### src/rtl/assert_macros.svh
`ifndef ASSERT_MACROS_SVH
`define ASSERT_MACROS_SVH
`ifndef SYNTH
`define SSP_ASSERT(lbl, clk, rstn, prop) \
  lbl: assert property (@(posedge clk) disable iff (!rstn) prop) \
    else $error("assertion failed");
`define SSP_ASSERT_NORST(lbl, clk, prop) \
  lbl: assert property (@(posedge clk) prop) \
    else $error("assertion failed");
`else
`define SSP_ASSERT(lbl, clk, rstn, prop)
`define SSP_ASSERT_NORST(lbl, clk, prop)
`endif
`endif

### src/rtl/ssp_pkg.sv
package ssp_pkg;

  localparam logic [1:0] ST_OK      = 2'd0;
  localparam logic [1:0] ST_HDR_ERR = 2'd1;
  localparam logic [1:0] ST_LEN_ERR = 2'd2;
  localparam logic [1:0] ST_CRC_ERR = 2'd3;

  localparam logic [7:0]  HDR_FIRST = 8'hFF;
  localparam logic [7:0]  HDR_LAST  = 8'hFD;
  localparam logic [15:0] CRC_POLY  = 16'h8005;
  localparam int unsigned OVERHEAD  = 7;
  localparam int unsigned MIN_FRAME = 10;

  typedef struct packed {
    logic [1:0]  status;
    logic [7:0]  device_id;
    logic [7:0]  instruction;
    logic [15:0] param_count;
    logic [7:0]  param_zero;
    logic [7:0]  param_one;
    logic [7:0]  param_two;
  } res_t;

endpackage

### src/rtl/ssp_in_stage.sv
module ssp_in_stage
  import ssp_pkg::*;
(
  input  logic       clk,
  input  logic       rst_n,
  input  logic       in_valid,
  output logic       in_ready,
  input  logic [7:0] in_byte,
  input  logic       take,
  output logic       byte_valid,
  output logic [7:0] byte_data
);

  logic       v_r;
  logic [7:0] byte_r;

  assign in_ready   = !v_r || take;
  assign byte_valid = v_r;
  assign byte_data  = byte_r;

  always_ff @(posedge clk) begin
    if (!rst_n) begin
      v_r <= 1'b0;
    end else if (in_ready) begin
      v_r <= in_valid;
    end
  end

  always_ff @(posedge clk) begin
    if (in_valid && in_ready) begin
      byte_r <= in_byte;
    end
  end

endmodule

### src/rtl/ssp_parser.sv
`include "assert_macros.svh"

module ssp_parser
  import ssp_pkg::*;
(
  input  logic       clk,
  input  logic       rst_n,
  input  logic       byte_valid,
  input  logic [7:0] byte_data,
  input  logic       take,
  output logic       res_valid,
  output res_t       res
);

  localparam logic [16:0] POS_HDR_END = 17'd3;
  localparam logic [16:0] POS_HDR_LST = 17'd2;
  localparam logic [16:0] POS_ID      = 17'd4;
  localparam logic [16:0] POS_LEN_LO  = 17'd5;
  localparam logic [16:0] POS_LEN_HI  = 17'd6;
  localparam logic [16:0] POS_INSTR   = 17'(OVERHEAD);
  localparam logic [16:0] POS_PARAM   = 17'(OVERHEAD + 1);
  localparam logic [16:0] CRC_OFFSET  = 17'(OVERHEAD - 2);
  localparam logic [15:0] LEN_MIN     = 16'(MIN_FRAME - OVERHEAD);

  function automatic logic [15:0] crc_upd(input logic [15:0] crc, input logic [7:0] b);
    logic [15:0] c;
    c = crc ^ {b, 8'h00};
    for (int i = 0; i < 8; i++) begin
      c = c[15] ? ((c << 1) ^ CRC_POLY) : (c << 1);
    end
    return c;
  endfunction

  logic [16:0] pos_r, pos_nxt;
  logic [15:0] len_r, len_nxt;
  logic [15:0] crc_r, crc_nxt;
  logic [7:0]  id_r, id_nxt;
  logic [7:0]  ins_r, ins_nxt;
  logic [7:0]  par_r [3];
  logic [7:0]  par_nxt [3];
  logic [7:0]  lo_r, lo_nxt;

  logic        fire;
  logic        clear;
  logic [15:0] crc_new;
  logic [16:0] crc_end;
  logic [16:0] par_off;
  logic [15:0] len_full;

  assign fire     = byte_valid && take;
  assign crc_new  = crc_upd(crc_r, byte_data);
  assign crc_end  = {1'b0, len_r} + CRC_OFFSET;
  assign par_off  = pos_r - POS_PARAM;
  assign len_full = {byte_data, len_r[7:0]};

  always_comb begin
    pos_nxt   = pos_r;
    len_nxt   = len_r;
    crc_nxt   = crc_r;
    id_nxt    = id_r;
    ins_nxt   = ins_r;
    par_nxt   = par_r;
    lo_nxt    = lo_r;
    clear     = 1'b0;
    res_valid = 1'b0;
    res       = '0;
    if (fire) begin
      if (pos_r < POS_HDR_END) begin
        if (byte_data != ((pos_r == POS_HDR_LST) ? HDR_LAST : HDR_FIRST)) begin
          res_valid  = 1'b1;
          res.status = ST_HDR_ERR;
          clear      = 1'b1;
        end else begin
          crc_nxt = crc_new;
          pos_nxt = pos_r + 17'd1;
        end
      end else if (pos_r < POS_INSTR) begin
        crc_nxt = crc_new;
        pos_nxt = pos_r + 17'd1;
        if (pos_r == POS_ID) begin
          id_nxt = byte_data;
        end else if (pos_r == POS_LEN_LO) begin
          len_nxt = {8'h00, byte_data};
        end else if (pos_r == POS_LEN_HI) begin
          len_nxt = len_full;
          if (len_full < LEN_MIN) begin
            res_valid  = 1'b1;
            res.status = ST_LEN_ERR;
            clear      = 1'b1;
          end
        end
      end else if (pos_r < crc_end) begin
        crc_nxt = crc_new;
        pos_nxt = pos_r + 17'd1;
        if (pos_r == POS_INSTR) begin
          ins_nxt = byte_data;
        end else if (par_off < 17'd3) begin
          par_nxt[par_off[1:0]] = byte_data;
        end
      end else if (pos_r == crc_end) begin
        lo_nxt  = byte_data;
        pos_nxt = pos_r + 17'd1;
      end else begin
        res_valid = 1'b1;
        clear     = 1'b1;
        if ({byte_data, lo_r} != crc_r) begin
          res.status = ST_CRC_ERR;
        end else begin
          res.status      = ST_OK;
          res.device_id   = id_r;
          res.instruction = ins_r;
          res.param_count = len_r - LEN_MIN;
          res.param_zero  = par_r[0];
          res.param_one   = par_r[1];
          res.param_two   = par_r[2];
        end
      end
    end
    if (clear) begin
      pos_nxt = '0;
      len_nxt = '0;
      crc_nxt = '0;
      id_nxt  = '0;
      ins_nxt = '0;
      par_nxt = '{default: '0};
      lo_nxt  = '0;
    end
  end

  always_ff @(posedge clk) begin
    if (!rst_n) begin
      pos_r <= '0;
      len_r <= '0;
      crc_r <= '0;
      id_r  <= '0;
      ins_r <= '0;
      par_r <= '{default: '0};
      lo_r  <= '0;
    end else begin
      pos_r <= pos_nxt;
      len_r <= len_nxt;
      crc_r <= crc_nxt;
      id_r  <= id_nxt;
      ins_r <= ins_nxt;
      par_r <= par_nxt;
      lo_r  <= lo_nxt;
    end
  end

  `SSP_ASSERT(a_res_needs_fire, clk, rst_n, res_valid |-> fire)
  `SSP_ASSERT(a_restart_after_res, clk, rst_n, res_valid |=> (pos_r == '0 && crc_r == '0))
  `SSP_ASSERT(a_body_len_ok, clk, rst_n, (pos_r >= POS_INSTR) |-> (len_r >= LEN_MIN))
  `SSP_ASSERT(a_body_pos_ok, clk, rst_n, (pos_r >= POS_INSTR) |-> (pos_r <= crc_end + 17'd1))

endmodule

### src/rtl/servo_status_packet_parser_core.sv
// Channel | Dir | Ports                                   | Transfer when
// in      | in  | in_valid, in_ready, in_rx_byte          | in_valid & in_ready
// out     | out | out_valid, out_ready, out_status, out_* | out_valid & out_ready
//
// One byte per cycle sustained while results are taken; a result passes the input and result registers.
// Path: input register, byte-wide CRC update and framing compares, result register.
// Synchronous active-low reset clears the framing state and both stages.
// A stalled result holds the parser; the input register still takes one byte.
`include "assert_macros.svh"

module servo_status_packet_parser_core
  import ssp_pkg::*;
(
  input  logic        clk,
  input  logic        rst_n,
  input  logic        in_valid,
  output logic        in_ready,
  input  logic [7:0]  in_rx_byte,
  output logic        out_valid,
  input  logic        out_ready,
  output logic [1:0]  out_status,
  output logic [7:0]  out_device_id,
  output logic [7:0]  out_instruction,
  output logic [15:0] out_param_count,
  output logic [7:0]  out_param_zero,
  output logic [7:0]  out_param_one,
  output logic [7:0]  out_param_two
);

  logic       take;
  logic       byte_valid;
  logic [7:0] byte_data;
  logic       res_valid;
  res_t       res;
  logic       out_valid_r;
  res_t       out_r;
  logic       err_zero;

  assign take = !out_valid_r || out_ready;

  ssp_in_stage u_in (
    .clk        (clk),
    .rst_n      (rst_n),
    .in_valid   (in_valid),
    .in_ready   (in_ready),
    .in_byte    (in_rx_byte),
    .take       (take),
    .byte_valid (byte_valid),
    .byte_data  (byte_data)
  );

  ssp_parser u_parser (
    .clk        (clk),
    .rst_n      (rst_n),
    .byte_valid (byte_valid),
    .byte_data  (byte_data),
    .take       (take),
    .res_valid  (res_valid),
    .res        (res)
  );

  always_ff @(posedge clk) begin
    if (!rst_n) begin
      out_valid_r <= 1'b0;
    end else if (take) begin
      out_valid_r <= res_valid;
    end
  end

  always_ff @(posedge clk) begin
    if (take && res_valid) begin
      out_r <= res;
    end
  end

  assign out_valid       = out_valid_r;
  assign out_status      = out_r.status;
  assign out_device_id   = out_r.device_id;
  assign out_instruction = out_r.instruction;
  assign out_param_count = out_r.param_count;
  assign out_param_zero  = out_r.param_zero;
  assign out_param_one   = out_r.param_one;
  assign out_param_two   = out_r.param_two;

  assign err_zero = ({out_device_id, out_instruction, out_param_count,
                      out_param_zero, out_param_one, out_param_two} == '0);

  `SSP_ASSERT_NORST(a_reset_empties, clk, !rst_n |=> !out_valid)
  `SSP_ASSERT(a_err_fields_zero, clk, rst_n, (out_valid && out_status != ST_OK) |-> err_zero)
  `SSP_ASSERT(a_full_stall_blocks, clk, rst_n, (byte_valid && !take) |-> !in_ready)

endmodule

### config.mk
export PLATFORM = sky130hd
export DESIGN_NAME = servo_status_packet_parser_core
export DESIGN_NICKNAME = d
export VERILOG_FILES = /design/src/rtl/ssp_pkg.sv /design/src/rtl/ssp_in_stage.sv /design/src/rtl/ssp_parser.sv /design/src/rtl/servo_status_packet_parser_core.sv
export VERILOG_INCLUDE_DIRS = /design/src /design/src/rtl
export SDC_FILE = /design/constraint.sdc
export NUM_CORES = 1
export LEC_CHECK = 0
export ABC_AREA = 1
export BUFFER_PORTS_ARGS = -buffer_cell sky130_fd_sc_hd__buf_2
export CAP_MARGIN = 20
export CORE_MARGIN = 2
export CORE_UTILIZATION = 25
export CTS_CLUSTER_DIAMETER = 50
export DETAILED_ROUTE_END_ITERATION = 8
export HOLD_SLACK_MARGIN = 0.06
export PLACE_DENSITY = 0.42
export SLEW_MARGIN = 20
export SYNTH_ARGS = -nofsm -noshare
export SYNTH_HDL_FRONTEND = slang
export SYNTH_SLANG_ARGS = --single-unit
### constraint.sdc
create_clock -name clk -period 5.6 [get_ports clk]
set_input_delay 1.12 -clock clk [delete_from_list [all_inputs] [get_ports clk]]
set_output_delay 1.12 -clock clk [all_outputs]
set_load 0.01 [all_outputs]
-- After elaboration in Yosys (flattened, before gate mapping)
Cells that the tools add are included.
- bits in registers: 165
- output and inout port bits: 60
- word-level logic and storage cells: 122
- muxes and demuxes: 44
- reductions and logical operators: 21
- magnitude comparators: 7
- equal/unequal tests: 9
- $add $sub $neg: 4
- bitwise gates (word level): 17
- operators with widths (operator ; count):
    $mux 16 ; 14
    $mux 58 ; 2
    $mux 17 ; 5
    $eq 17x3->1 const B ; 4
    $mux 56 ; 1
    $lt 17x2->1 const B ; 2
    $bwmux 24 ; 1
    $not 3->3 ; 8
    $reduce_and 5->1 ; 4
    $add 16x3->17 const B ; 1
    $add 17x1->17 const B ; 1
    $eq 17x17->1 ; 1
    $eq 17x2->1 const B ; 1
    $lt 17x17->1 ; 1
    $lt 17x3->1 const B ; 1
    $sub 17x4->17 const B ; 1
    $demux 8 s2 ; 1
    $lt 16x2->1 const B ; 1
    $mux 2 ; 8
    $ne 16x16->1 ; 1
    $sub 16x2->16 const B ; 1
    $xor 16x16->16 ; 1
    $mux 1 ; 11
    $mux 8 ; 1
    17 further kinds ; 29

-- Longest topological paths before layout
Gate-level depths: netlist (run 1).
- word-level depth: 20
- gate-level depth with buffers: 25

-- By module
From an unflattened synthesis (run 1), not the netlist that was laid out.
- cell total of the unflattened synthesis: 1093
- area, all modules: 8548.2 um2
- modules (own cells, without submodules) (module ; instances ; cells each ; sequential area each (um2) ; area each (um2)):
    ssp_parser ; 1 ; 1013 ; 1941.9 ; 6463.7
    servo_status_packet_parser_core ; 1 ; 65 ; 1761.7 ; 1793.0
    ssp_in_stage ; 1 ; 15 ; 260.2 ; 291.5

-- Worst setup path before layout (run 1)
OpenSTA, ideal clock, no wires.
- path type: reg-to-reg
- start: reg u_parser.len_r[0]
- end: reg out_r (netlist bit out_device_id[0]), enable pin
- slack: 622 ps
- setup time: 808 ps
- data required time: 4792 ps
- path buffers: 1
- stages on the path, launching flop included: 21
- data arrival time: 4169 ps
- path through: dfxtp_1 -> ha_1 -> nor2_1 -> nor2_1 -> nand3_1 -> nor2_1 -> nand4_1 -> nor2_1 -> nand2_1 -> or3_1 -> ha_1 -> nand2_1 -> nor2_1 -> and2_1 -> buf_2 -> nand2_1 -> nand3_1 -> nand2_2 -> inv_2 -> nand3_2 -> nand3_1
- longest elaborated chain between the ends: 9
- elaborated cells between the ends (all ways): 14
- ends and longest elaborated chain (item ; line ; text):
    from (decl) ; ssp_parser.sv:35 ; logic [15:0] len_r, len_nxt;
    from (signal assigned) ; ssp_parser.sv:141 ; len_r <= len_nxt;
    parallel branches: the longest is 5 deep, another holds $add 16x3->17 ; -- ;
    $mux 1 * ; ssp_parser.sv:77 ; end else if (pos_r < POS_INSTR) begin
    $mux 1 * ; ssp_parser.sv:68 ; if (pos_r < POS_HDR_END) begin
    $mux 1 * ; ssp_parser.sv:67 ; if (fire) begin
    $logic_and 1x1->1 * ; servo_status_packet_parser_core.sv:71 ; if (take && res_valid) begin
    to (signal assigned) ; servo_status_packet_parser_core.sv:72 ; out_r <= res;
    to (decl) ; servo_status_packet_parser_core.sv:36 ; res_t out_r;
Mark *: on every way between the ends.
A chain may end at the register's enable or synchronous reset.

-- Final worst setup path (run 1)
- start: reg u_parser.len_r[0]
- end: reg out_r (netlist bit out_param_count[14]), data pin
- longest elaborated chain between the ends: 3
- elaborated cells between the ends (all ways): 5
- ends and longest elaborated chain (item ; line ; text):
    $add 16x3->17 ; ssp_parser.sv:52 ; assign crc_end = {1'b0, len_r} + CRC_OFFSET;
    $lt 17x17->1 / $eq 17x17->1 (equally long branches) ; ssp_parser.sv:92, ssp_parser.sv:100 ;
    $reduce_or 6->1 (no source line) ; -- ;
Several ways; a longest one is shown, not always the timed one.

==> results of run 1 <==
==> synthesized netlist by cell type, drive strengths merged <==
| cell | number |
|---|---|
| o21bai | 1 |
| buf | 32 |
| nor3b | 1 |
| o21ai | 17 |
| nand3b | 2 |
| xor2 | 31 |
| clkbuf | 13 |
| edfxtp | 66 |
| ha | 23 |
| nor3 | 12 |
| a21oi | 107 |
| o221ai | 1 |
| nor4 | 10 |
| dfxtp | 99 |
| o2111ai | 2 |
| o21a | 2 |
| o22ai | 1 |
| nor2 | 110 |
| nand4 | 52 |
| clkinv | 1 |
| o211ai | 2 |
| nand2 | 242 |
| xnor2 | 11 |
| o41ai | 1 |
| nand3 | 71 |
| or2 | 1 |
| inv | 118 |
| a31o | 1 |
| and2 | 1 |
| or3 | 1 |
==> state kept, by name, summed over array words and instances (netlist names) <==
signal and flops:
out_device_id 8, out_instruction 8, out_param_count 16, out_param_one 8
out_param_two 8, out_param_zero 8, out_status 2, out_valid 1
u_in.byte_data 8, u_in.byte_valid 1, u_parser.crc_r 16, u_parser.id_r 8
u_parser.ins_r 8, u_parser.len_r 16, u_parser.lo_r 8, u_parser.par_r 24
u_parser.pos_r 17
==> cells by family (layout without fill, tap and decap cells) <==
group           after synthesis  after routing  share of synthesized area (%)
simple gates                503            503                           27.6
xor+xnor                     42             42                           4.37
buf+inv                     164            228                           8.49
flops                       165            165                           47.1
fa+ha+maj                    23             23                           3.42
compound gates              135            135                           9.04
==> worst paths after layout <==
check	startpoint	endpoint	slack (ps)	depth (start not counted)
min reg2reg	u_parser.par_r[1]	u_parser.par_r[1]	460	2
min	u_parser.par_r[1]	u_parser.par_r[1]	460	2
max reg2reg	u_parser.len_r[0]	out_param_count[14]	930	21
max	u_parser.len_r[0]	out_param_count[14]	930	21
==> power breakdown <==
group	leakage, nW	switching (mW)	internal [mW]
Sequential	1.38	0.0242	1.27
Combinational	1.79	0.0758	0.0345
Clock	0.289	0.558	0.648
==> critical path, cell delays in order, from the launching register on <==
cell and delay (ps):
dfxtp_1 410, ha_1 230, nor2_1 70, nor2_1 200
nand3_1 130, nor2_1 210, nand4_1 180, nor2_1 120
nand2_1 90, or3_1 320, ha_1 300, nand2_1 90
nor2_1 150, and2_1 380, nand4_1 130, nand3_1 150
nand2_2 90, inv_2 160, nand3_2 170, nor2_2 230
inv_2 380, a21oi_1 280
==> layout make-up <==
class / instances / area [um2] / share of cell area, %
sequential: 165 / 3960 / 40.7
multi-input combinational: 703 / 3750 / 38.6
tap: 448 / 561 / 5.76
inverter: 119 / 447 / 4.59
clock buffer: 18 / 439 / 4.51
timing repair buffer: 77 / 413 / 4.24
clock inverter: 14 / 156 / 1.61
==> per-layer routing <==
metal	GRT usage [%]	up-vias	wire, um
met3	2.23	15	1010
met2	20.7	160	10300
li1	-	3525	-
met4	3.73	0	235
met5	0	-	0
met1	19.8	3272	11900
==> metrics by stage <==
| step | total power [mW] | setup WS (ps) | util, % | cell area [um2] | instances |
|---|---|---|---|---|---|
| after floorplan | 1.39 | 622 | - | 8420 | 1032 |
| after global placement | 1.44 | 1020 | 27.4 | 9140 | 1512 |
| after detailed placement | 1.44 | 892 | 27.4 | 9140 | 1512 |
| after CTS | 2.66 | 871 | 29.2 | 9730 | 1544 |
| after global routing | 2.71 | 369 | 29.2 | 9730 | 1544 |
| final | 2.61 | 928 | 29.2 | 9730 | 1544 |
==> summary.md, run 1 <==
| Metric | Value |
|---|---|
| Tightest Pin Transition | 956 ps |
| ANT nets after route | 0 |
| CTS root buffer | clkbuf_16 |
| PortBufs | 71 |
| Max_slew headroom | 36.3% |
| CTS tree | built |
| Area contributors post-synth | dfxtp_1, edfxtp_1, nand2_1 |
| Final Net Count | 1118 |
| Leakage | between 3 and 4 nW |
| Synth area leader | dfxtp_1 |
| Commonest non-fill, non-tap cell in the layout | nand2_1 |
| F_max | 214 MHz |
| First-pass GRT wire length | 37400 um |
| CTS Buf Count | 17 |
| Min Hold Slack | 463 ps |
| Synthesized area per cell | just over 8 um2 |
| Sequential area share after synthesis | between 40 and 50% |
| Cells after synthesis | 1032 |
| Routability congestion estimate | 0.814 |
| Number of synthesized register bits | 165 |
| Vias per inst | approximately 4.5 |
| Mapped Nets | about 1100 |
| Hold Buf Count CTS | 0 |
| Mapped Area | about 8400 um2 |
| Die width | roughly 190 um |
| GRT Util Overall | 13.6% |
| Post-Route Setup TNS | 0 ps |
| Crit path required time | 5870 ps |
| # fillers | 3701 |
| Initial DRC Count | roughly 460 |
| Number of failing hold endpoints at the final stage | 0 |
| Setup Buffers After CTS | 0 |
| Power Dens Cells | 269 nW/um2 |
| Setup violators final | 0 |
| Avg WL per Cell | 15.2 um |
| Data arrival time of the critical path | 4940 ps |
| Clk slew on worst S/H paths | 70 ps |
| Clock skew | 14.2 ps |
| Initial Util | 25.2% |
| Die area | about 35000 um2 |
| Layout area overhead | 15.6% |
| Pre-antenna DRT Iters | 7 |
| Tmin final | 4670 ps |
| Clock Sinks | between 150 and 200 |
| Vias | 6972 |
| Core area | 33400 um2 |
| H-tree levels | 4 |
| Die Y | 188 um |
| Max IR drop VDD | 189 uV |
| Largest net degree at the start of global routing | 61 |
| N_diodes | 0 |
| Layout cell share with drive strength beyond 1 | about 15% |
| CTS max path bufs | 2 |
| Max cap viols | 0 |
| Post-CTS Resized | 0 |
| Row count | 67 |
| Setup CP Type | reg2reg |
| CP Capture Type | flip-flop |
| Yosys top cell area share | 23.5% |
| CP max FO | 54 |
| Synth cell types | 48 |
| Yosys warning total | 0 |
| Top Ports | a little over 70 |
| Hold crit path type | reg2reg |
| Routed WL | 23400 um |
| Period utilisation layout | between 80 and 90% |
| Congestion Overflow GR | 0 |
| Slew Viols, Final | 0 |
| Skew-Pair Late Insertion Delay | 430 ps |
| Most frequent cells in the layout | nand2_1, inv_1, nor2_1 |
| Detailed-placement wirelength estimate | approximately 16000 um |
| Residual DRC count | 0 |
| Worst Setup Start Kind | flip-flop |
| Vias in the first global route | roughly 6700 |
| Initial antenna violation count | 0 |
| Status | completed |
| Unrepaired setup endpoints after global routing | no |
Note: power is estimated with default switching activity, not from simulation.
==> run 2: changes to the inputs <==
- PLACE_DENSITY: 0.42 -> 0.43
- clock period: 5.6 -> 4.2 ns (I/O delays scaled with it)
==> run 2 against run 1 <==
Against the previous run: die area unchanged; clock power increased by 36%; maximum frequency increased by 24%; register-to-register slack worse by 500 ps; cell count rose by 0.71%; design area is 2.0% higher; worst setup slack lost 500 ps.
==> summary.md, run 2 (synthesized netlist as in run 1, its figures left out) <==
| Metric | Value |
|---|---|
| Status | completed |
| Power share of the sequential group | 48.9% (-0.7 points) |
| CTS max path bufs | 2 (unchanged) |
| Vias | 6947 (-0.36%) |
| Internal power | 2.57 mW (+31%) |
| CTS Buf Count | 17 (unchanged) |
| Pre-antenna DRT Iters | 5 (-2) |
| H-tree levels | 4 (unchanged) |
| Tmin final | 3780 ps (-895 ps) |
| Slew Viols, Final | 0 (unchanged) |
| # fillers | 3693 (-0.22%) |
| Period utilisation layout | 89.9% (+6.5 points) |
| F_max | 265 MHz (+24%) |
| Critical-path top delay cell | dfxtp_2 |
| Max cap viols | 0 (unchanged) |
| Detailed-placement wirelength estimate | 16100 um (-1.9%) |
| Clock power frac | 46.7% (+0.6 points) |
| Leakage | 3.55 nW (+2.4%) |
| Sw power | 966 uW (+47%) |
| Min Hold Slack | 464 ps (+1.22 ps) |
| Vias per inst | 4.47 (-1.1%) |
| Biggest register | u_parser.par_r |
| Most frequent cells in the layout | nand2_1, inv_1, nor2_1 |
| PortBufs | 71 (unchanged) |
| Power Dens Cells | 356 nW/um2 (+33%) |
| Worst Setup Start Kind | flip-flop |
| Post-Route Setup TNS | 0 ps (unchanged) |
| Routed WL | 23000 um (-1.9%) |
| CP Cell Sequence | ha_2 -> nor2_1 -> nor2_2 -> nand3_1 -> nor2_2 -> nand4_1 -> nor2_1 -> nand2_1 -> or3_1 -> ha_1 -> nand2_1 -> nor2_1 -> and2_1 -> nand4_1 -> nand3_2 -> nand2_2 -> inv_2 -> nand3_2 -> nor2_4 -> inv_4 -> buf_12 -> nor2_1 |
| Comb power frac | 4.4% (+0.2 points) |
| Worst stage delay on the critical path | 370 ps (-40 ps) |
| Register area | 3970 um2 (about the same) |
| Initial DRC Count | 459 (+0.88%) |
| CP Capture Type | flip-flop |
| Hold crit path type | reg2reg |
| Die width | 188 um (unchanged) |
| Clk slew on worst S/H paths | 80 ps (about the same) |
| Die Y | 188 um (unchanged) |
| Congestion Overflow GR | 0 (unchanged) |
| First-pass GRT wire length | 36700 um (-1.9%) |
| Top Ports | 72 (unchanged) |
| CTS root buffer | clkbuf_16 |
| Skew-Pair Late Insertion Delay | 440 ps (about the same) |
| Row count | 67 (unchanged) |
| Largest net degree at the start of global routing | 45 (-26%) |
| Commonest non-fill, non-tap cell in the layout | nand2_1 |
| N_diodes | 0 (unchanged) |
| Top cell by count, worst path | nor2_1 |
| Tightest Pin Transition | 767 ps (-189 ps) |
| Crit path required time | 4500 ps (-1370 ps) |
| Max_slew headroom | 48.9% (+13 points) |
| Max IR drop VDD | 342 uV (+81%) |
| Setup CP Type | reg2reg |
| Initial antenna violation count | 0 (unchanged) |
| Layout cell share with drive strength beyond 1 | 16.2% (+1.7 points) |
| Data arrival time of the critical path | 4070 ps (-870 ps) |
| Number of flip-flops in the largest register | 24 (unchanged) |
| CP max FO | 43 (-20%) |
| Vias in the first global route | 6584 (-1.0%) |
| Residual DRC count | 0 (unchanged) |
| Die area | 35200 um2 (unchanged) |
| Avg WL per Cell | 14.8 um (-2.6%) |
| Sw frac | 27.3% (+2.2 points) |
| Setup violators final | 0 (unchanged) |
| Final Net Count | 1129 (+0.98%) |
| Multi-input gate area | 3790 um2 (+1.0%) |
| Unrepaired setup endpoints after global routing | no |
| Initial Util | 25.2% (unchanged) |
| Routability congestion estimate | 0.808 (-0.74%) |
| ANT nets after route | 0 (unchanged) |
| Clock skew | 11.9 ps (-2.29 ps) |
| Clock Sinks | 165 (unchanged) |
| CTS tree | built |
| Core area | 33400 um2 (unchanged) |
| Number of failing hold endpoints at the final stage | 0 (unchanged) |
| GRT Util Overall | 13.2% (-0.41 points) |
| Regs by FF count | u_parser.par_r x24, u_parser.pos_r x17 |
| Layout area overhead | 17.9% |
-- run 2: repair_timing --
action	4_1_cts	5_1_grt
hold buffers	0	0
gates resized for setup	0	12
endpoints found under the setup margin	0	189
buffers inserted	0	0
-- run 2: worst paths after layout --
| kind | from | end | slack (ps) | cells after the start |
|---|---|---|---|---|
| worst max-delay path | u_parser.len_r[0] | out_param_two[5] | 420 | 22 |
| worst min-delay path | u_parser.crc_r[1] | u_parser.crc_r[1] | 460 | 2 |
| worst max register to register | u_parser.len_r[0] | out_param_two[5] | 420 | 22 |
| worst min register to register | u_parser.crc_r[1] | u_parser.crc_r[1] | 460 | 2 |
-- run 2: cell type report --
cell class	count	share of cell area, %
Clock buffer	17	4.28
Clock inverter	15	1.92
Inverter	119	4.52
Multi-Input combinational cell	703	38.2
Sequential cell	165	39.9
Tap cell	448	5.65
Timing Repair Buffer	88	5.49
-- run 2: stage by stage --
step / setup slack, ps / instance area [um2] / std cells / utilization (%) / power, mW
after global routing: 34.9 / 9930 / 1555 / 29.8 / 3.66
after floorplan: 393 / 8430 / 1032 / - / 1.85
after global placement: 245 / 9270 / 1523 / 27.8 / 1.92
after detailed placement: 121 / 9270 / 1523 / 27.8 / 1.92
after CTS: 101 / 9890 / 1555 / 29.6 / 3.58
final: 423 / 9930 / 1555 / 29.8 / 3.53
-- run 2: power groups by stage --
stage | Clock (mW) | Combinational, mW | Sequential, mW
after floorplan | 0 | 0.0852 | 1.76
after global placement | 0 | 0.159 | 1.76
after detailed placement | 0 | 0.159 | 1.77
after CTS | 1.69 | 0.159 | 1.73
after global routing | 1.75 | 0.172 | 1.73
final | 1.65 | 0.157 | 1.73
-- run 2: worst max-delay path, delay by kind of cell (launching register included) --
| family | cells | cell delay [ps] |
|---|---|---|
| adder cells (fa/ha/maj) | 2 | 510 |
| buffers and inverters | 3 | 360 |
| flip-flops | 1 | 370 |
| AND/OR/NAND/NOR | 17 | 2340 |
-- run 2: per-layer routing --
metal / vias to the layer above / track usage [%] / wire (um)
met1: 3243 / 18.6 / 11500
li1: 3547 / - / -
met3: 11 / 2.60 / 1010
met5: - / 0 / 0
met2: 146 / 20.7 / 10300
met4: 0 / 3.18 / 207
